===== config.mk =====
export PLATFORM = sky130hd
export DESIGN_NAME = base64_stream_codec_top
export DESIGN_NICKNAME = d
export VERILOG_FILES = /design/src/b64c_pkg.sv /design/src/b64c_step.sv /design/src/base64_stream_codec_top.sv
export SDC_FILE = /design/constraint.sdc
export NUM_CORES = 1
export LEC_CHECK = 0
export ABC_AREA = 1
export CAP_MARGIN = 20
export CORE_ASPECT_RATIO = 1.25
export CORE_MARGIN = 1
export CORE_UTILIZATION = 55
export CTS_BUF_LIST = sky130_fd_sc_hd__clkbuf_8
export DETAILED_ROUTE_END_ITERATION = 8
export DONT_BUFFER_PORTS = 1
export PLACE_DENSITY_LB_ADDON = 0.3
export SLEW_MARGIN = 25
export SYNTH_ARGS = -nofsm -noshare
export SYNTH_HDL_FRONTEND = slang
export SYNTH_SLANG_ARGS = --single-unit

===== constraint.sdc =====
create_clock -name clk -period 5.3 [get_ports clk]
set_input_delay 1.325 -clock clk [delete_from_list [all_inputs] [get_ports clk]]
set_output_delay 1.325 -clock clk [all_outputs]
set_load 0.01 [all_outputs]

===== src/b64c_pkg.sv =====
// Shared types, register indexes and alphabet mapping functions for the Base64 codec.
// No dependencies; used by b64c_step and base64_stream_codec_top.
package b64c_pkg;

	// Register indexes on the configuration port
	localparam logic [1:0] REG_MODE = 2'd0;
	localparam logic [1:0] REG_C62  = 2'd1;
	localparam logic [1:0] REG_C63  = 2'd2;
	localparam logic [1:0] REG_PAD  = 2'd3;

	localparam logic MODE_ENC = 1'b0;
	localparam logic MODE_DEC = 1'b1;

	// Reset values of the alphabet registers
	localparam logic [7:0] CHAR_PLUS  = 8'd43;
	localparam logic [7:0] CHAR_SLASH = 8'd47;
	localparam logic [7:0] CHAR_EQUAL = 8'd61;

	// Results one item can cause, and the width of a count of them
	localparam int NRES  = 4;
	localparam int CNT_W = $clog2(NRES + 1);

	typedef struct packed {
		logic       mode;
		logic [7:0] c62;
		logic [7:0] c63;
		logic [7:0] pad;
	} cfg_t;

	typedef struct packed {
		logic [7:0] value;
		logic       has_data;
		logic       last;
	} res_t;

	typedef struct packed {
		res_t [NRES-1:0]  res;
		logic [CNT_W-1:0] n;
	} step_out_t;

	// 6-bit symbol index to alphabet character
	function automatic logic [7:0] sym_char(input logic [5:0] idx, input cfg_t cfg);
		logic [7:0] r;
		if (idx < 6'd26) begin
			r = 8'(8'd65 + {2'b00, idx});
		end else if (idx < 6'd52) begin
			r = 8'(8'd97 + {2'b00, idx} - 8'd26);
		end else if (idx < 6'd62) begin
			r = 8'(8'd48 + {2'b00, idx} - 8'd52);
		end else if (idx == 6'd62) begin
			r = cfg.c62;
		end else begin
			r = cfg.c63;
		end
		return r;
	endfunction

	// Character to symbol index; index 63 wins over 62, both over the fixed ranges
	function automatic logic [5:0] char_sym(input logic [7:0] c, input cfg_t cfg);
		logic [5:0] r;
		if (c == cfg.c63) begin
			r = 6'd63;
		end else if (c == cfg.c62) begin
			r = 6'd62;
		end else if (c inside {[8'd48:8'd57]}) begin
			r = 6'(c - 8'd48 + 8'd52);
		end else if (c inside {[8'd97:8'd122]}) begin
			r = 6'(c - 8'd97 + 8'd26);
		end else if (c inside {[8'd65:8'd90]}) begin
			r = 6'(c - 8'd65);
		end else begin
			r = 6'd0;
		end
		return r;
	endfunction

endpackage


===== src/b64c_step.sv =====
// Stream state of the codec and the single-pass step logic that turns one item
// into up to four results. Depends on b64c_pkg.
module b64c_step (
	input  logic                clk,
	input  logic                arst_n,
	input  logic                clr,
	input  logic                step,
	input  b64c_pkg::cfg_t      cfg,
	input  logic [7:0]          value,
	input  logic                last,
	output b64c_pkg::step_out_t sout
);
	import b64c_pkg::*;

	logic [17:0] acc_q;
	logic [4:0]  cnt_q;
	logic [1:0]  pos_q;
	logic [1:0]  em_q;

	logic [17:0] acc_n;
	logic [4:0]  cnt_n;
	logic [1:0]  pos_n;
	logic [1:0]  em_n;

	// encode
	logic [23:0] w24;
	logic [23:0] ew;
	logic [4:0]  ec;
	logic [1:0]  en;
	logic [4:0]  erem;
	logic        eflush;
	logic [1:0]  em_after;
	logic [1:0]  epads;
	logic [5:0]  esym0;
	logic [5:0]  esym1;
	logic [5:0]  eflsym;
	logic [2:0]  etot;

	// decode
	logic        dpad;
	logic [5:0]  dsym;
	logic [23:0] dw;
	logic [4:0]  dc;
	logic [4:0]  dsum;
	logic [1:0]  dpos;
	logic [1:0]  dn;
	logic [7:0]  db [3];

	always_comb begin
		// encode path: at most four pending bits enter
		w24   = {acc_q[15:0], value};
		ec    = (cnt_q > 5'd16) ? 5'd24 : 5'(cnt_q + 5'd8);
		en    = (ec >= 5'd12) ? 2'd2 : 2'd1;
		erem  = (en == 2'd2) ? 5'(ec - 5'd12) : 5'(ec - 5'd6);
		esym0 = 6'(w24 >> (ec - 5'd6));
		esym1 = 6'(w24 >> (ec - 5'd12));
		ew    = w24 << (5'd6 - erem);
		eflsym = ew[5:0];
		eflush = last && (erem != 5'd0);
		em_after = 2'(em_q + en + {1'b0, eflush});
		epads = last ? 2'(2'd0 - em_after) : 2'd0;
		etot  = 3'({1'b0, en} + {2'b00, eflush} + {1'b0, epads});

		// decode path
		dpad = (value == cfg.pad);
		dsym = char_sym(value, cfg);
		dw   = dpad ? {6'b0, acc_q} : {acc_q, dsym};
		dsum = 5'(cnt_q + 5'd6);
		dc   = dpad ? cnt_q : ((dsum > 5'd24) ? 5'd24 : dsum);
		dpos = 2'(pos_q + 2'd1);
		if (dpos != 2'd0) begin
			dn = 2'd0;
		end else if (dc >= 5'd24) begin
			dn = 2'd3;
		end else if (dc >= 5'd16) begin
			dn = 2'd2;
		end else if (dc >= 5'd8) begin
			dn = 2'd1;
		end else begin
			dn = 2'd0;
		end
		for (int j = 0; j < 3; j++) begin
			db[j] = 8'(dw >> (dc - 5'(8 + 8 * j)));
		end

		sout = '0;
		for (int i = 0; i < NRES; i++) begin
			sout.res[i].value    = cfg.pad;
			sout.res[i].has_data = 1'b1;
			sout.res[i].last     = 1'b0;
		end

		if (cfg.mode == MODE_ENC) begin
			for (int i = 0; i < NRES; i++) begin
				if (2'(i) < en && i < 2) begin
					sout.res[i].value = sym_char((i == 0) ? esym0 : esym1, cfg);
				end else if (3'(i) < 3'({1'b0, en} + {2'b00, eflush})) begin
					sout.res[i].value = sym_char(eflsym, cfg);
				end
			end
			sout.n = (etot > 3'(NRES)) ? CNT_W'(NRES) : CNT_W'(etot);
			acc_n  = 18'(w24 & ((24'd1 << erem) - 24'd1));
			cnt_n  = erem;
			pos_n  = pos_q;
			em_n   = 2'(em_q + en);
		end else begin
			for (int i = 0; i < 3; i++) begin
				sout.res[i].value = db[i];
			end
			if (last && dn == 2'd0) begin
				sout.res[0].value    = 8'd0;
				sout.res[0].has_data = 1'b0;
				sout.n = CNT_W'(1);
			end else begin
				sout.n = CNT_W'(dn);
			end
			acc_n = (dpos == 2'd0) ? 18'd0 : dw[17:0];
			cnt_n = (dpos == 2'd0) ? 5'd0 : dc;
			pos_n = dpos;
			em_n  = em_q;
		end

		// last flag on the final result of a message
		for (int i = 0; i < NRES; i++) begin
			if (last && sout.n == CNT_W'(i + 1)) begin
				sout.res[i].last = 1'b1;
			end
		end
	end

	always_ff @(posedge clk or negedge arst_n) begin
		if (!arst_n) begin
			acc_q <= '0;
			cnt_q <= '0;
			pos_q <= '0;
			em_q  <= '0;
		end else if (clr || (step && last)) begin
			acc_q <= '0;
			cnt_q <= '0;
			pos_q <= '0;
			em_q  <= '0;
		end else if (step) begin
			acc_q <= acc_n;
			cnt_q <= cnt_n;
			pos_q <= pos_n;
			em_q  <= em_n;
		end
	end

endmodule


===== src/base64_stream_codec_top.sv =====
// Top level of the streaming Base64 codec: configuration registers, input
// register, result buffer and handshakes. Depends on b64c_pkg and b64c_step.
//
// Usage
//   Slave channel (s_*): one item per handshake, s_tdata = byte (encode) or
//   character (decode), s_tlast ends the message.
//   Master channel (m_*): one result per handshake, m_tdata = character or
//   byte, m_tuser = has-data flag (0 only on the empty end marker of decode),
//   m_tlast on the final result of a message.
//   Config port: cfg_we/cfg_index/cfg_wdata, index 0 mode, 1 char for 62,
//   2 char for 63, 3 pad char. Writing mode clears the stream state.
//   Write config only while the block is idle.
// Timing
//   An accepted item waits in the input register until the result buffer is
//   free; its results are then loaded into the result buffer, which drives
//   m_tvalid. Each item occupies the result buffer until all of its results
//   are taken (one per cycle out while m_tready is high): one or two per byte
//   in encode (four per three bytes), up to four on a final byte with padding.
//   Items causing no result pass at one per cycle.
// Reset / stall
//   arst_n clears all control and stream state; registers take their
//   standard-alphabet defaults. When m_tready is low the buffer holds and
//   the input register still takes one more item before s_tready drops.
module base64_stream_codec_top (
	input  logic       clk,
	input  logic       arst_n,
	// slave side
	input  logic       s_tvalid,
	output logic       s_tready,
	input  logic [7:0] s_tdata,   // [7:0] in_value
	input  logic       s_tlast,
	// master side
	output logic       m_tvalid,
	input  logic       m_tready,
	output logic [7:0] m_tdata,   // [7:0] out_value
	output logic       m_tuser,   // [0] out_has_data
	output logic       m_tlast,
	// configuration
	input  logic       cfg_we,
	input  logic [1:0] cfg_index,
	input  logic [7:0] cfg_wdata
);
	import b64c_pkg::*;

	cfg_t cfg_q;

	// input register
	logic       valid_s1;
	logic [7:0] value_s1;
	logic       last_s1;

	// result buffer, drained one entry per cycle while m_tready is high
	res_t             res_q [NRES];
	logic [CNT_W-1:0] rem_q;
	logic [1:0]       rd_q;

	step_out_t sout;
	logic      take;
	logic      buf_free;
	logic      step;
	logic      clr;

	assign clr      = cfg_we && (cfg_index == REG_MODE);
	assign m_tvalid = (rem_q != '0);
	assign take     = m_tvalid && m_tready;
	// buffer empties this cycle or already is
	assign buf_free = (rem_q == '0) || (rem_q == CNT_W'(1) && take);
	assign step     = valid_s1 && buf_free;
	assign s_tready = !valid_s1 || step;

	assign m_tdata = res_q[rd_q].value;
	assign m_tuser = res_q[rd_q].has_data;
	assign m_tlast = res_q[rd_q].last;

	always_ff @(posedge clk or negedge arst_n) begin
		if (!arst_n) begin
			cfg_q.mode <= MODE_ENC;
			cfg_q.c62  <= CHAR_PLUS;
			cfg_q.c63  <= CHAR_SLASH;
			cfg_q.pad  <= CHAR_EQUAL;
		end else if (cfg_we) begin
			case (cfg_index)
				REG_MODE: cfg_q.mode <= cfg_wdata[0];
				REG_C62:  cfg_q.c62  <= cfg_wdata;
				REG_C63:  cfg_q.c63  <= cfg_wdata;
				REG_PAD:  cfg_q.pad  <= cfg_wdata;
				default: begin
				end
			endcase
		end
	end

	always_ff @(posedge clk or negedge arst_n) begin
		if (!arst_n) begin
			valid_s1 <= 1'b0;
		end else if (s_tready) begin
			valid_s1 <= s_tvalid;
		end
	end

	always_ff @(posedge clk) begin
		if (s_tvalid && s_tready) begin
			value_s1 <= s_tdata;
			last_s1  <= s_tlast;
		end
	end

	b64c_step u_step (
		.clk    (clk),
		.arst_n (arst_n),
		.clr    (clr),
		.step   (step),
		.cfg    (cfg_q),
		.value  (value_s1),
		.last   (last_s1),
		.sout   (sout)
	);

	always_ff @(posedge clk or negedge arst_n) begin
		if (!arst_n) begin
			rem_q <= '0;
			rd_q  <= '0;
		end else if (step) begin
			rem_q <= sout.n;
			rd_q  <= '0;
		end else if (take) begin
			rem_q <= CNT_W'(rem_q - CNT_W'(1));
			rd_q  <= 2'(rd_q + 2'd1);
		end
	end

	always_ff @(posedge clk) begin
		if (step) begin
			for (int i = 0; i < NRES; i++) begin
				res_q[i] <= sout.res[i];
			end
		end
	end

	// buffer never claims more results than it holds
	a_rem_bound: assert property (@(posedge clk) disable iff (!arst_n)
		rem_q <= CNT_W'(NRES))
		else $error("result count beyond buffer depth");

	// an empty marker is always the final result and carries zero
	a_marker: assert property (@(posedge clk) disable iff (!arst_n)
		(m_tvalid && !m_tuser) |-> (m_tlast && m_tdata == 8'd0))
		else $error("empty marker malformed");

	// encoding never produces an empty marker
	a_enc_data: assert property (@(posedge clk) disable iff (!arst_n)
		(m_tvalid && cfg_q.mode == MODE_ENC) |-> m_tuser)
		else $error("empty marker in encode mode");

	// a held input item is not dropped while the buffer is busy
	a_hold_s1: assert property (@(posedge clk) disable iff (!arst_n)
		(valid_s1 && !step) |=> (valid_s1 && $stable(value_s1) && $stable(last_s1)))
		else $error("input register lost an item");

endmodule


==> results of run 1 <==
==> worst max-delay path: cells and delay by family, from the launching register on <==
family / cells / cell delay [ns]
buffers and inverters: 3 / 0.45
adder cells (fa/ha/maj): 3 / 1.02
AND/OR/NAND/NOR: 12 / 1.54
flip-flops: 1 / 0.56
AO/OA/AOI/OAI: 6 / 1.01
==> placed cells by master, fill, tap and decap left out, types with 5 or more instances in the layout <==
cell and instances:
sky130_fd_sc_hd__xnor2_1 22, sky130_fd_sc_hd__clkinv_1 6, sky130_fd_sc_hd__o21ai_1 29, sky130_fd_sc_hd__xor2_1 18, sky130_fd_sc_hd__buf_4 27, sky130_fd_sc_hd__dfrtp_1 44, sky130_fd_sc_hd__a21oi_1 108, sky130_fd_sc_hd__or2_2 5
sky130_fd_sc_hd__inv_2 23, sky130_fd_sc_hd__nor3_1 7, sky130_fd_sc_hd__mux2i_1 6, sky130_fd_sc_hd__edfxtp_1 46, sky130_fd_sc_hd__nand4_1 30, sky130_fd_sc_hd__o211ai_1 46, sky130_fd_sc_hd__nor2_2 12, sky130_fd_sc_hd__nand2_2 12
sky130_fd_sc_hd__dfstp_2 14, sky130_fd_sc_hd__inv_1 190, sky130_fd_sc_hd__nor2_4 5, sky130_fd_sc_hd__o22ai_1 13, sky130_fd_sc_hd__ha_1 62, sky130_fd_sc_hd__nor2_1 155, sky130_fd_sc_hd__o21ai_2 5, sky130_fd_sc_hd__nand3_1 166
sky130_fd_sc_hd__o21ai_0 173, sky130_fd_sc_hd__a31oi_1 18, sky130_fd_sc_hd__nand3_2 6, sky130_fd_sc_hd__clkbuf_8 9, sky130_fd_sc_hd__nand2_1 543
==> per-stage QoR <==
step	setup slack, ns	instance area, sq um	utilization	cells	hold WS, ns
after floorplan	1.301	11840	-	1889	0.4570
after global placement	0.6961	12020	0.5735	2114	0.4714
after detailed placement	0.6524	12020	0.5735	2114	0.4890
after CTS	0.6113	12240	0.5838	2130	0.5168
after global routing	0.1272	12240	0.5838	2130	0.5382
final	0.4998	12240	0.5838	2130	0.5183
==> area by class of cell <==
cell class	instances	area, sq um	area share
flip-flops and latches	104	2850	0.2329
repair buffers	27	202.7	0.01656
multi-input cells	1490	7806	0.6378
clock inverters	7	91.34	0.007463
well taps	274	342.8	0.02801
inverters	219	822.0	0.06716
clock buffers	9	123.9	0.01012
==> flip-flops by register name (all words and copies together) (netlist names) <==
signal and cells:
rd_q 2, rem_q 3, u_step.acc_q 18, value_s1 8
res_q 37, valid_s1 1, u_step.em_q 2, cfg_q 25
last_s1 1, u_step.cnt_q 5, u_step.pos_q 2
==> layer usage <==
layer | GRT usage | vias to the layer above | share of wire
met2 | 0.6563 | 614 | 0.47
met1 | 0.4978 | 5977 | 0.40
li1 | - | 6191 | -
met3 | 0.05159 | 124 | 0.072
met5 | 0 | - | 0
met4 | 0.2120 | 0 | 0.060
==> logic make-up after synthesis <==
kind of cell | share of synthesized area
DFF | 0.2408
xor gates and xnor gates | 0.03235
and+or+nand+nor | 0.3517
muxes | 0.005075
buffers and inverters | 0.1005
adders and majority gates | 0.06724
AOI/OAI and AO/OA | 0.2022
==> worst max path at each step <==
stage                     from           to  depth (start not counted)
3_3_place_gp   u_step.cnt_q[4]  res_q[2][4]                         24
4_1_cts        u_step.cnt_q[4]  res_q[2][4]                         24
3_5_place_dp   u_step.cnt_q[4]  res_q[2][4]                         24
2_1_floorplan  u_step.cnt_q[4]  res_q[2][4]                         26
5_1_grt        u_step.cnt_q[4]  res_q[1][9]                         24
6_report       u_step.cnt_q[4]  res_q[2][4]                         24
==> impl_metrics.prom, run 1 <==
# TYPE chip_impl_metric gauge
chip_impl_info{name="cts_tree",value="done"} 1
chip_impl_metric{name="holdBufCountCts",unit=""} 0
chip_impl_info{name="synth_common_cells",value="sky130_fd_sc_hd__nand2_1, sky130_fd_sc_hd__inv_1, sky130_fd_sc_hd__o21ai_0"} 1
chip_impl_metric{name="clock_skew",unit="ns"} 0.02922
chip_impl_metric{name="max_stage_delay",unit="ns"} 0.56
chip_impl_metric{name="io_pins",unit=""} 36
chip_impl_metric{name="syn-mean-instance-area",unit="sq um"} 6.265
chip_impl_metric{name="drc",unit=""} 0
chip_impl_info{name="r2r-end",value="res_q[2][4]"} 1
chip_impl_metric{name="max_slew_margin",unit=""} 0.4797
chip_impl_metric{name="postRouteAntennaNets",unit=""} 0
chip_impl_metric{name="post_route_cells_drive_above_1_share",unit=""} 0.07813
chip_impl_metric{name="fmaxAchievable",unit="MHz"} 208.3
chip_impl_metric{name="cts_repair_resize_count",unit=""} 0
chip_impl_info{name="yosys.area.top_type",value="sky130_fd_sc_hd__nand2_1"} 1
chip_impl_metric{name="grt_first_pass_wirelength",unit="um"} 66870
chip_impl_metric{name="hold_viol_final",unit=""} 0
chip_impl_metric{name="critical_path.max_fanout",unit=""} 14
chip_impl_metric{name="syn_area",unit="sq um"} 11840
chip_impl_metric{name="place.port_buffers",unit=""} 0
chip_impl_info{name="cts_root_buffer",value="sky130_fd_sc_hd__clkbuf_8"} 1
chip_impl_metric{name="routed_wire_per_std_cell",unit="um"} 20.34
chip_impl_metric{name="gp_congestion",unit=""} 1.023
chip_impl_metric{name="placement_rows",unit=""} 59
chip_impl_metric{name="dp_hpwl",unit="um"} 34850
chip_impl_metric{name="die_w",unit="um"} 133.2
chip_impl_metric{name="hold_depth",unit=""} 2
chip_impl_metric{name="timing.max_cap.violations",unit=""} 0
chip_impl_metric{name="postRouteWirelength",unit="um"} 43320
chip_impl_info{name="yosys_most_used_dff",value="sky130_fd_sc_hd__edfxtp_1"} 1
chip_impl_metric{name="antenna_violations_before_repair",unit=""} 0
chip_impl_metric{name="syn_nets",unit=""} 1976
chip_impl_metric{name="timing.final.crit_period",unit="ns"} 4.800
chip_impl_info{name="rr_startpoint",value="u_step.cnt_q[4]"} 1
chip_impl_metric{name="worstRegToRegCells",unit=""} 24
chip_impl_metric{name="drtIter0Drc",unit=""} 1578
chip_impl_info{name="critical-path-top-cell-by-count",value="sky130_fd_sc_hd__nand2_1"} 1
chip_impl_metric{name="synth_cells",unit=""} 1889
chip_impl_info{name="setup_repair_after_global_routing_missed_its_margin",value="no"} 1
chip_impl_metric{name="ffs_latches_synth",unit=""} 104
chip_impl_info{name="outcome",value="completed"} 1
chip_impl_metric{name="grt_start_max_net_pins",unit=""} 64
chip_impl_metric{name="arrival",unit="ns"} 4.98
chip_impl_info{name="cp_cell_sequence",value="inv_2 > ha_1 > a21oi_4 > nand2_1 > nand2_1 > nand2_1 > ha_1 > inv_1 > o211ai_1 > o21ai_0 > nand3_1 > nand2_1 > nand3_4 > inv_2 > ha_1 > nand3_1 > o21ai_0 > nand2_1 > o211ai_1 > nand2_1 > a21boi_1 > nand2_1 > nand2_1 > nand2_1"} 1
chip_impl_metric{name="insertedDiodeCount",unit=""} 0
chip_impl_metric{name="grt.total_usage",unit=""} 0.3954
chip_impl_info{name="synth_top_cells_by_area",value="sky130_fd_sc_hd__nand2_1, sky130_fd_sc_hd__edfxtp_1, sky130_fd_sc_hd__dfrtp_1"} 1
chip_impl_metric{name="design.final.nets",unit=""} 1938
chip_impl_metric{name="clk_pin_slew_worst_paths",unit="ns"} 0.13
chip_impl_info{name="worstHoldPathType",value="reg2reg"} 1
chip_impl_metric{name="fp.dieArea",unit="sq um"} 22110
chip_impl_metric{name="die_height",unit="um"} 166.0
chip_impl_metric{name="grt_ovf",unit=""} 0
chip_impl_metric{name="postSynth.asyncResetShare",unit=""} 0.5577
chip_impl_metric{name="yosys.area.top_type_share",unit=""} 0.1722
chip_impl_metric{name="initial_core_util",unit=""} 0.5645
chip_impl_info{name="min_to",value="cfg_q[0]"} 1
chip_impl_metric{name="timing_max_transition_violations_final",unit=""} 0
chip_impl_info{name="worst_setup_sp_type",value="flop"} 1
chip_impl_metric{name="viasPerCell",unit=""} 6.059
chip_impl_metric{name="postCtsSetupBuffers",unit=""} 0
chip_impl_metric{name="drt_pre_antenna_iters",unit=""} 6
chip_impl_metric{name="portion_of_the_post_synthesis_area_used_by_sequential_elements",unit=""} 0.2408
chip_impl_metric{name="clock_sink_count",unit=""} 104
chip_impl_metric{name="detailroute.via_count",unit=""} 12910
chip_impl_metric{name="flow.area_growth_from_synthesis",unit="%"} 3.414
chip_impl_metric{name="synth_cell_types",unit=""} 62
chip_impl_metric{name="timing_worst_slew_pin_value",unit="ns"} 0.7723
chip_impl_metric{name="num-fill-cells",unit=""} 2179
chip_impl_info{name="hold_start",value="cfg_q[0]"} 1
chip_impl_metric{name="syn_warnings",unit=""} 0
chip_impl_metric{name="cts_inserted_buffers",unit=""} 9
chip_impl_metric{name="final.setup.tns",unit="ns"} 0
chip_impl_metric{name="setup_viol",unit=""} 0
chip_impl_info{name="synth.most_common_cell",value="sky130_fd_sc_hd__nand2_1"} 1
chip_impl_metric{name="clock_tree.htree_level_count",unit=""} 3
chip_impl_metric{name="setup.reg_to_reg.worst_slack",unit="ns"} 0.50
chip_impl_metric{name="first_global_vias",unit=""} 11820
chip_impl_info{name="critical-path-slowest-cell",value="sky130_fd_sc_hd__dfrtp_1"} 1
chip_impl_metric{name="clock_path_buffers",unit=""} 2
chip_impl_info{name="timing.setup.critical_path_class",value="reg2reg"} 1
chip_impl_metric{name="clock_latency",unit="ns"} 0.43
chip_impl_info{name="critical_path.endpoint_type",value="flop"} 1
chip_impl_metric{name="worst-endpoint-required",unit="ns"} 5.48
chip_impl_metric{name="synth-edff-count",unit=""} 46
chip_impl_metric{name="placeableCoreArea",unit="sq um"} 20970
chip_impl_metric{name="final_min_period_over_clock_period",unit=""} 0.9057
Power of run 1 is not shown: default switching activity piles up to over one toggle a cycle in this logic, so the estimate is an artifact.
==> run 2: changes to the inputs <==
--- a/config.mk
+++ b/config.mk
@@ -9,7 +9,7 @@
 export CAP_MARGIN = 20
 export CORE_ASPECT_RATIO = 1.25
 export CORE_MARGIN = 1
-export CORE_UTILIZATION = 55
+export CORE_UTILIZATION = 68
 export CTS_BUF_LIST = sky130_fd_sc_hd__clkbuf_8
 export DETAILED_ROUTE_END_ITERATION = 8
 export DONT_BUFFER_PORTS = 1
==> run 2 against run 1 <==
Sequential share of layout area increased by 0.18 points. Die area decreased by 19%. Setup slack improved by 0.057 ns. Count of clock-buffer cells in the layout unchanged. Cell area decreased by 0.78%. Via count increased by 2.9%. Flip-flop and latch count unchanged. Critical path depth decreased by 1. Non-clock buffer count decreased by 3. Wire length decreased by 5.4%. Maximum frequency increased by 1.2%. Highest routed layer unchanged.
==> impl_metrics.prom, run 2 (same netlist as run 1, synthesis figures left out) <==
# TYPE chip_impl_metric gauge
chip_impl_info{name="outcome",value="completed"} 1
chip_impl_metric{name="cts_inserted_buffers",unit=""} 9
chip_impl_metric{name="postCtsSetupBuffers",unit=""} 0
chip_impl_info{name="setup_repair_after_global_routing_missed_its_margin",value="no"} 1
chip_impl_metric{name="grt_start_max_net_pins",unit=""} 59
chip_impl_metric{name="drt_pre_antenna_iters",unit=""} 8
chip_impl_info{name="regMostFlops",value="res_q"} 1
chip_impl_metric{name="first_global_vias",unit=""} 12070
chip_impl_metric{name="critPathBufInv",unit=""} 4
chip_impl_info{name="registers_with_the_most_flip_flops",value="res_q x37, cfg_q x25, u_step.acc_q x18"} 1
chip_impl_metric{name="clock_sink_count",unit=""} 104
chip_impl_metric{name="die_w",unit="um"} 120
chip_impl_metric{name="timing.final.crit_period",unit="ns"} 4.743
chip_impl_metric{name="postRouteAntennaNets",unit=""} 0
chip_impl_info{name="cts_root_buffer",value="sky130_fd_sc_hd__clkbuf_8"} 1
chip_impl_metric{name="gp_congestion",unit=""} 1.117
chip_impl_metric{name="critical_path.max_fanout",unit=""} 28
chip_impl_metric{name="antenna_violations_before_repair",unit=""} 0
chip_impl_metric{name="timing.hold.ws",unit="ns"} 0.5137
chip_impl_metric{name="io_pins",unit=""} 36
chip_impl_info{name="min_to",value="u_step.pos_q[0]"} 1
chip_impl_metric{name="worstRegToRegCells",unit=""} 23
chip_impl_info{name="cts_tree",value="done"} 1
chip_impl_metric{name="clock_path_buffers",unit=""} 2
chip_impl_metric{name="hold_depth",unit=""} 1
chip_impl_metric{name="timing_worst_slew_pin_value",unit="ns"} 0.8274
chip_impl_metric{name="dp_hpwl",unit="um"} 31950
chip_impl_metric{name="flow.area_growth_from_synthesis",unit="%"} 2.611
chip_impl_info{name="worst_setup_sp_type",value="flop"} 1
chip_impl_info{name="mostFrequentLayoutCell",value="sky130_fd_sc_hd__nand2_1"} 1
chip_impl_metric{name="placeableCoreArea",unit="sq um"} 16910
chip_impl_metric{name="cts_repair_resize_count",unit=""} 0
chip_impl_info{name="timing.setup.critical_path_class",value="reg2reg"} 1
chip_impl_metric{name="final_min_period_over_clock_period",unit=""} 0.8950
chip_impl_metric{name="initial_core_util",unit=""} 0.6999
chip_impl_metric{name="detailroute.via_count",unit=""} 13280
chip_impl_info{name="rr_startpoint",value="u_step.cnt_q[1]"} 1
chip_impl_metric{name="place.port_buffers",unit=""} 0
chip_impl_metric{name="setup.reg_to_reg.worst_slack",unit="ns"} 0.56
chip_impl_metric{name="arrival",unit="ns"} 4.89
chip_impl_metric{name="die_height",unit="um"} 149.5
chip_impl_metric{name="routed_wire_per_std_cell",unit="um"} 19.78
chip_impl_metric{name="fp.dieArea",unit="sq um"} 17940
chip_impl_metric{name="hold_viol_final",unit=""} 0
chip_impl_metric{name="placement_rows",unit=""} 53
chip_impl_metric{name="max_stage_delay",unit="ns"} 0.44
chip_impl_info{name="cp_cell_sequence",value="inv_1 > nor2_2 > buf_4 > inv_2 > nand4_1 > nand2_1 > ha_1 > nand3_1 > nand3_2 > nand3_2 > nand2_1 > nand3_2 > inv_1 > ha_1 > nand3_1 > o21ai_0 > nand2_1 > o211ai_1 > nand3_1 > nand2_1 > nand2_1 > nand2_1 > a21oi_1"} 1
chip_impl_metric{name="postRouteWirelength",unit="um"} 41000
chip_impl_metric{name="drc",unit=""} 0
chip_impl_metric{name="drtIter0Drc",unit=""} 1916
chip_impl_metric{name="viasPerCell",unit=""} 6.406
chip_impl_info{name="mostFrequentLayoutCells",value="sky130_fd_sc_hd__nand2_1, sky130_fd_sc_hd__inv_1, sky130_fd_sc_hd__o21ai_0"} 1
chip_impl_info{name="top_layer",value="met4"} 1
chip_impl_metric{name="max_slew_margin",unit=""} 0.4464
chip_impl_metric{name="grt_first_pass_wirelength",unit="um"} 63840
chip_impl_metric{name="holdBufCountCts",unit=""} 0
chip_impl_info{name="r2r-end",value="res_q[1][5]"} 1
chip_impl_info{name="critical-path-slowest-cell",value="sky130_fd_sc_hd__dfrtp_1"} 1
chip_impl_metric{name="clock_skew",unit="ns"} 0.02036
chip_impl_info{name="critical-path-top-cell-by-count",value="sky130_fd_sc_hd__nand2_1"} 1
chip_impl_info{name="hold_start",value="u_step.pos_q[0]"} 1
chip_impl_metric{name="setup_viol",unit=""} 0
chip_impl_metric{name="grt_ovf",unit=""} 0
chip_impl_metric{name="fmaxAchievable",unit="MHz"} 210.8
chip_impl_metric{name="final.setup.tns",unit="ns"} 0
chip_impl_metric{name="timing_max_transition_violations_final",unit=""} 0
chip_impl_info{name="critical_path.endpoint_type",value="flop"} 1
chip_impl_metric{name="insertedDiodeCount",unit=""} 0
chip_impl_metric{name="worst-endpoint-required",unit="ns"} 5.45
chip_impl_metric{name="grt.total_usage",unit=""} 0.4618
chip_impl_metric{name="met3RoutedLength",unit="um"} 4114
chip_impl_metric{name="design.final.nets",unit=""} 1935
chip_impl_info{name="path_delay_family",value="simple AND/OR/NAND/NOR gates"} 1
chip_impl_metric{name="clk_pin_slew_worst_paths",unit="ns"} 0.13
chip_impl_metric{name="clock_tree.htree_level_count",unit=""} 3
chip_impl_metric{name="post_route_cells_drive_above_1_share",unit=""} 0.07663
chip_impl_metric{name="largest_reg_flops",unit=""} 37
chip_impl_metric{name="wl_met1",unit="um"} 14890
chip_impl_metric{name="timing.max_cap.violations",unit=""} 0
chip_impl_metric{name="clock_latency",unit="ns"} 0.42
chip_impl_info{name="worstHoldPathType",value="reg2reg"} 1
chip_impl_metric{name="met2RoutedLength",unit="um"} 18370
run 2: cell types whose count changed in the layout (fill, tap and decap cells not counted), sizes merged:
cell	before	now
clkinv	9	10
inv	217	216
buf	27	24
run 2: final cells by class:
| type | count | area, sq um |
|---|---|---|
| Clock inverter | 7 | 86.33 |
| Timing Repair Buffer | 24 | 180.2 |
| Clock buffer | 9 | 123.9 |
| Multi-Input combinational cell | 1490 | 7806 |
| Fill cell | 1506 | 4766 |
| Tap cell | 220 | 275.3 |
| Inverter | 219 | 822.0 |
| Sequential cell | 104 | 2850 |
run 2: worst reg2reg max path, delay by kind of cell (launching register included):
kind / cells / cell delay [ns]
compound gates: 3 / 0.45
buf+inv: 4 / 0.91
simple gates: 14 / 2.11
fa+ha+maj: 2 / 0.57
flops: 1 / 0.44
run 2: through the flow:
step | util | cells | area, sq um | worst slack [ns]
final | 0.7182 | 2073 | 12140 | 0.5566
after global routing | 0.7182 | 2073 | 12140 | 0.1185
after CTS | 0.7182 | 2073 | 12140 | 0.6790
after detailed placement | 0.7057 | 2057 | 11930 | 0.7270
after global placement | 0.7057 | 2057 | 11930 | 0.7876
after floorplan | - | 1889 | 11840 | 1.301
run 2: per-layer routing:
metal,up-vias,GRT usage
met1,5944,0.5563
met3,248,0.07851
li1,6208,-
met4,0,0.3588
met2,880,0.7322
met5,-,0
run 2: how the worst max path moves through the flow:
stage,start,endpoint,slack [ns],cells past startpoint
after floorplan,u_step.cnt_q[4],res_q[2][4],1.30,26
after global placement,u_step.cnt_q[4],res_q[2][4],0.79,24
after detailed placement,u_step.cnt_q[1],res_q[2][4],0.73,24
after CTS,u_step.cnt_q[1],res_q[2][4],0.68,24
after global routing,u_step.cnt_q[1],res_q[2][2],0.12,22
final,u_step.cnt_q[1],res_q[1][5],0.56,23
Power of run 2 is left out for the same reason.
==> run 3: changes to the inputs <==
==> constraint.sdc (replaced) <==
create_clock -name clk -period 5.3 [get_ports clk]
set_input_delay 0.265 -clock clk [delete_from_list [all_inputs] [get_ports clk]]
set_output_delay 0.265 -clock clk [all_outputs]
set_load 0.01 [all_outputs]
==> run 3 against run 2 <==
The flow now finishes with violations (design-rule violations). Flip-flop and latch count unchanged. Hold slack got worse by 0.50 ns. Non-clock buffer count increased by 10. Cell area increased by 1.1%. Count of clock-buffer cells in the layout unchanged. First-iteration DRC count increased by 4.2%. Sequential share of layout area decreased by 0.26 points. Critical path depth increased by 1.
==> impl_metrics.prom, run 3 (same netlist as run 1, synthesis figures left out) <==
# TYPE chip_impl_metric gauge
chip_impl_info{name="outcome",value="complete, but fails checks"} 1
chip_impl_info{name="violations",value="design-rule violations"} 1
chip_impl_metric{name="timing.final.crit_period",unit="ns"} 4.909
chip_impl_metric{name="clock_latency",unit="ns"} 0.40
chip_impl_metric{name="hold_depth",unit=""} 2
chip_impl_metric{name="postRouteAntennaNets",unit=""} 0
chip_impl_metric{name="detailroute.via_count",unit=""} 13480
chip_impl_info{name="critical_path.endpoint_type",value="flop"} 1
chip_impl_info{name="start_point_of_the_critical_path",value="u_step.cnt_q[2]"} 1
chip_impl_info{name="mostFrequentLayoutCells",value="sky130_fd_sc_hd__nand2_1, sky130_fd_sc_hd__inv_1, sky130_fd_sc_hd__o21ai_0"} 1
chip_impl_metric{name="antenna_violations_before_repair",unit=""} 1
chip_impl_metric{name="dp_hpwl",unit="um"} 31770
chip_impl_metric{name="io_pins",unit=""} 36
chip_impl_metric{name="viasPerCell",unit=""} 6.466
chip_impl_metric{name="setup_viol",unit=""} 0
chip_impl_metric{name="worst-endpoint-required",unit="ns"} 5.42
chip_impl_metric{name="max_slew_margin",unit=""} 0.3378
chip_impl_metric{name="place.port_buffers",unit=""} 0
chip_impl_metric{name="placeableCoreArea",unit="sq um"} 16910
chip_impl_metric{name="final_min_period_over_clock_period",unit=""} 0.9262
chip_impl_metric{name="worstRegToRegCells",unit=""} 24
chip_impl_metric{name="clock_sink_count",unit=""} 104
chip_impl_metric{name="drc",unit=""} 1
chip_impl_metric{name="timing_max_transition_violations_final",unit=""} 0
chip_impl_metric{name="fp.dieArea",unit="sq um"} 17940
chip_impl_metric{name="clk_pin_slew_worst_paths",unit="ns"} 0.12
chip_impl_metric{name="clock_tree.htree_level_count",unit=""} 3
chip_impl_metric{name="drtIter0Drc",unit=""} 1996
chip_impl_metric{name="final.setup.tns",unit="ns"} 0
chip_impl_info{name="cts_tree",value="done"} 1
chip_impl_metric{name="largest_reg_flops",unit=""} 37
chip_impl_metric{name="design.final.nets",unit=""} 1945
chip_impl_info{name="rr_startpoint",value="u_step.cnt_q[2]"} 1
chip_impl_metric{name="post_route_cells_drive_above_1_share",unit=""} 0.07568
chip_impl_info{name="registers_with_the_most_flip_flops",value="res_q x37, cfg_q x25, u_step.acc_q x18"} 1
chip_impl_metric{name="initial_core_util",unit=""} 0.6999
chip_impl_info{name="cp_cell_sequence",value="nor2_1 > nand2_2 > nand2_2 > nand2_4 > buf_4 > nand2_1 > o211ai_1 > nand2_1 > nor2_1 > nor2_1 > nor2_1 > nor2_2 > inv_1 > ha_1 > nand2_1 > inv_1 > nand2_1 > nand2_1 > o21ai_0 > nand2_1 > nand3_1 > nand3_1 > a31oi_1 > a21oi_1"} 1
chip_impl_metric{name="gp_congestion",unit=""} 1.097
chip_impl_info{name="cts_root_buffer",value="sky130_fd_sc_hd__clkbuf_8"} 1
chip_impl_metric{name="arrival",unit="ns"} 5.03
chip_impl_metric{name="max_stage_delay",unit="ns"} 0.67
chip_impl_metric{name="timing_worst_slew_pin_value",unit="ns"} 0.9829
chip_impl_info{name="worst_setup_sp_type",value="flop"} 1
chip_impl_metric{name="grt_ovf",unit=""} 0
chip_impl_metric{name="setup.reg_to_reg.worst_slack",unit="ns"} 0.39
chip_impl_metric{name="clock_path_buffers",unit=""} 2
chip_impl_info{name="worstHoldPathType",value="in2reg"} 1
chip_impl_metric{name="grt_start_max_net_pins",unit=""} 59
chip_impl_info{name="regMostFlops",value="res_q"} 1
chip_impl_info{name="critical-path-slowest-cell",value="sky130_fd_sc_hd__a31oi_1"} 1
chip_impl_metric{name="placement_rows",unit=""} 53
chip_impl_metric{name="drt_pre_antenna_iters",unit=""} 9
chip_impl_info{name="critical-path-top-cell-by-count",value="sky130_fd_sc_hd__nand2_1"} 1
chip_impl_metric{name="grt.total_usage",unit=""} 0.4687
chip_impl_metric{name="fmaxAchievable",unit="MHz"} 203.7
chip_impl_info{name="mostFrequentLayoutCell",value="sky130_fd_sc_hd__nand2_1"} 1
chip_impl_metric{name="routed_wire_per_std_cell",unit="um"} 20.11
chip_impl_metric{name="postCtsSetupBuffers",unit=""} 0
chip_impl_metric{name="grt_first_pass_wirelength",unit="um"} 65000
chip_impl_metric{name="postRouteWirelength",unit="um"} 41920
chip_impl_metric{name="first_global_vias",unit=""} 12340
chip_impl_info{name="timing.setup.critical_path_class",value="reg2reg"} 1
chip_impl_metric{name="timing.max_cap.violations",unit=""} 0
chip_impl_metric{name="clock_skew",unit="ns"} 0.01851
chip_impl_info{name="hold_start",value="cfg_wdata[3]"} 1
chip_impl_metric{name="cts_inserted_buffers",unit=""} 9
chip_impl_metric{name="die_height",unit="um"} 149.5
chip_impl_metric{name="flow.area_growth_from_synthesis",unit="%"} 3.742
chip_impl_metric{name="critical_path.max_fanout",unit=""} 43
chip_impl_info{name="setup_repair_after_global_routing_missed_its_margin",value="no"} 1
chip_impl_metric{name="hold_viol_final",unit=""} 0
chip_impl_metric{name="die_w",unit="um"} 120
==> run 3: through the flow <==
| step | utilization | worst slack [ns] | hold WS, ns | std cells | cell area (sq um) |
|---|---|---|---|---|---|
| 6_report | 0.7261 | 0.3911 | 0.01229 | 2084 | 12280 |
| 5_1_grt | 0.7261 | 0.002710 | 0.04208 | 2084 | 12280 |
| 4_1_cts | 0.7259 | 0.6504 | 0.01703 | 2083 | 12280 |
| 3_5_place_dp | 0.7048 | 0.6758 | -0.02945 | 2055 | 11920 |
| 3_3_place_gp | 0.7048 | 0.8409 | -0.02950 | 2055 | 11920 |
| 2_1_floorplan | - | 1.301 | -0.03059 | 1889 | 11840 |
==> run 3: final timing paths <==
path                                    to
setup / recovery               res_q[1][5]
hold / removal                   cfg_q[19]
setup reg to reg               res_q[1][5]
hold reg to reg            u_step.pos_q[0]
max in group asynchronous         cfg_q[0]
min in group asynchronous  u_step.pos_q[0]
==> run 3: timing repair <==
action | in CTS | in global routing
gates resized for setup | 0 | 0
endpoints found under the hold margin | 68 | 0
hold buffers | 12 | 0
setup endpoints to repair | 0 | 0
==> run 3: critical path, delay by kind of cell, from the launching register on <==
family / cells / cell delay [ns]
adder cells (fa/ha/maj): 1 / 0.27
flip-flops: 1 / 0.42
AND/OR/NAND/NOR: 16 / 2.26
buffers and inverters: 3 / 0.57
AO/OA/AOI/OAI: 4 / 1.10
==> run 3: area by class of cell <==
| cell class | instances | area [sq um] |
|---|---|---|
| flip-flops and latches | 104 | 2850 |
| repair buffers | 34 | 302.8 |
| multi-input cells | 1490 | 7806 |
| diodes | 1 | 2.502 |
| fillers | 1461 | 4632 |
| well taps | 220 | 275.3 |
| inverters | 219 | 822.0 |
| clock inverters | 7 | 95.09 |
| clock buffers | 9 | 123.9 |
==> run 3: layer usage <==
metal  GRT usage  wire length [um]  up-vias
met2      0.7586             18700      932
met1      0.5452             14900     6049
met4      0.3500              3522        0
met3     0.09832              4796      268
met5           0                 0        -
li1            -                 -     6227
Power of run 3 is left out for the same reason.
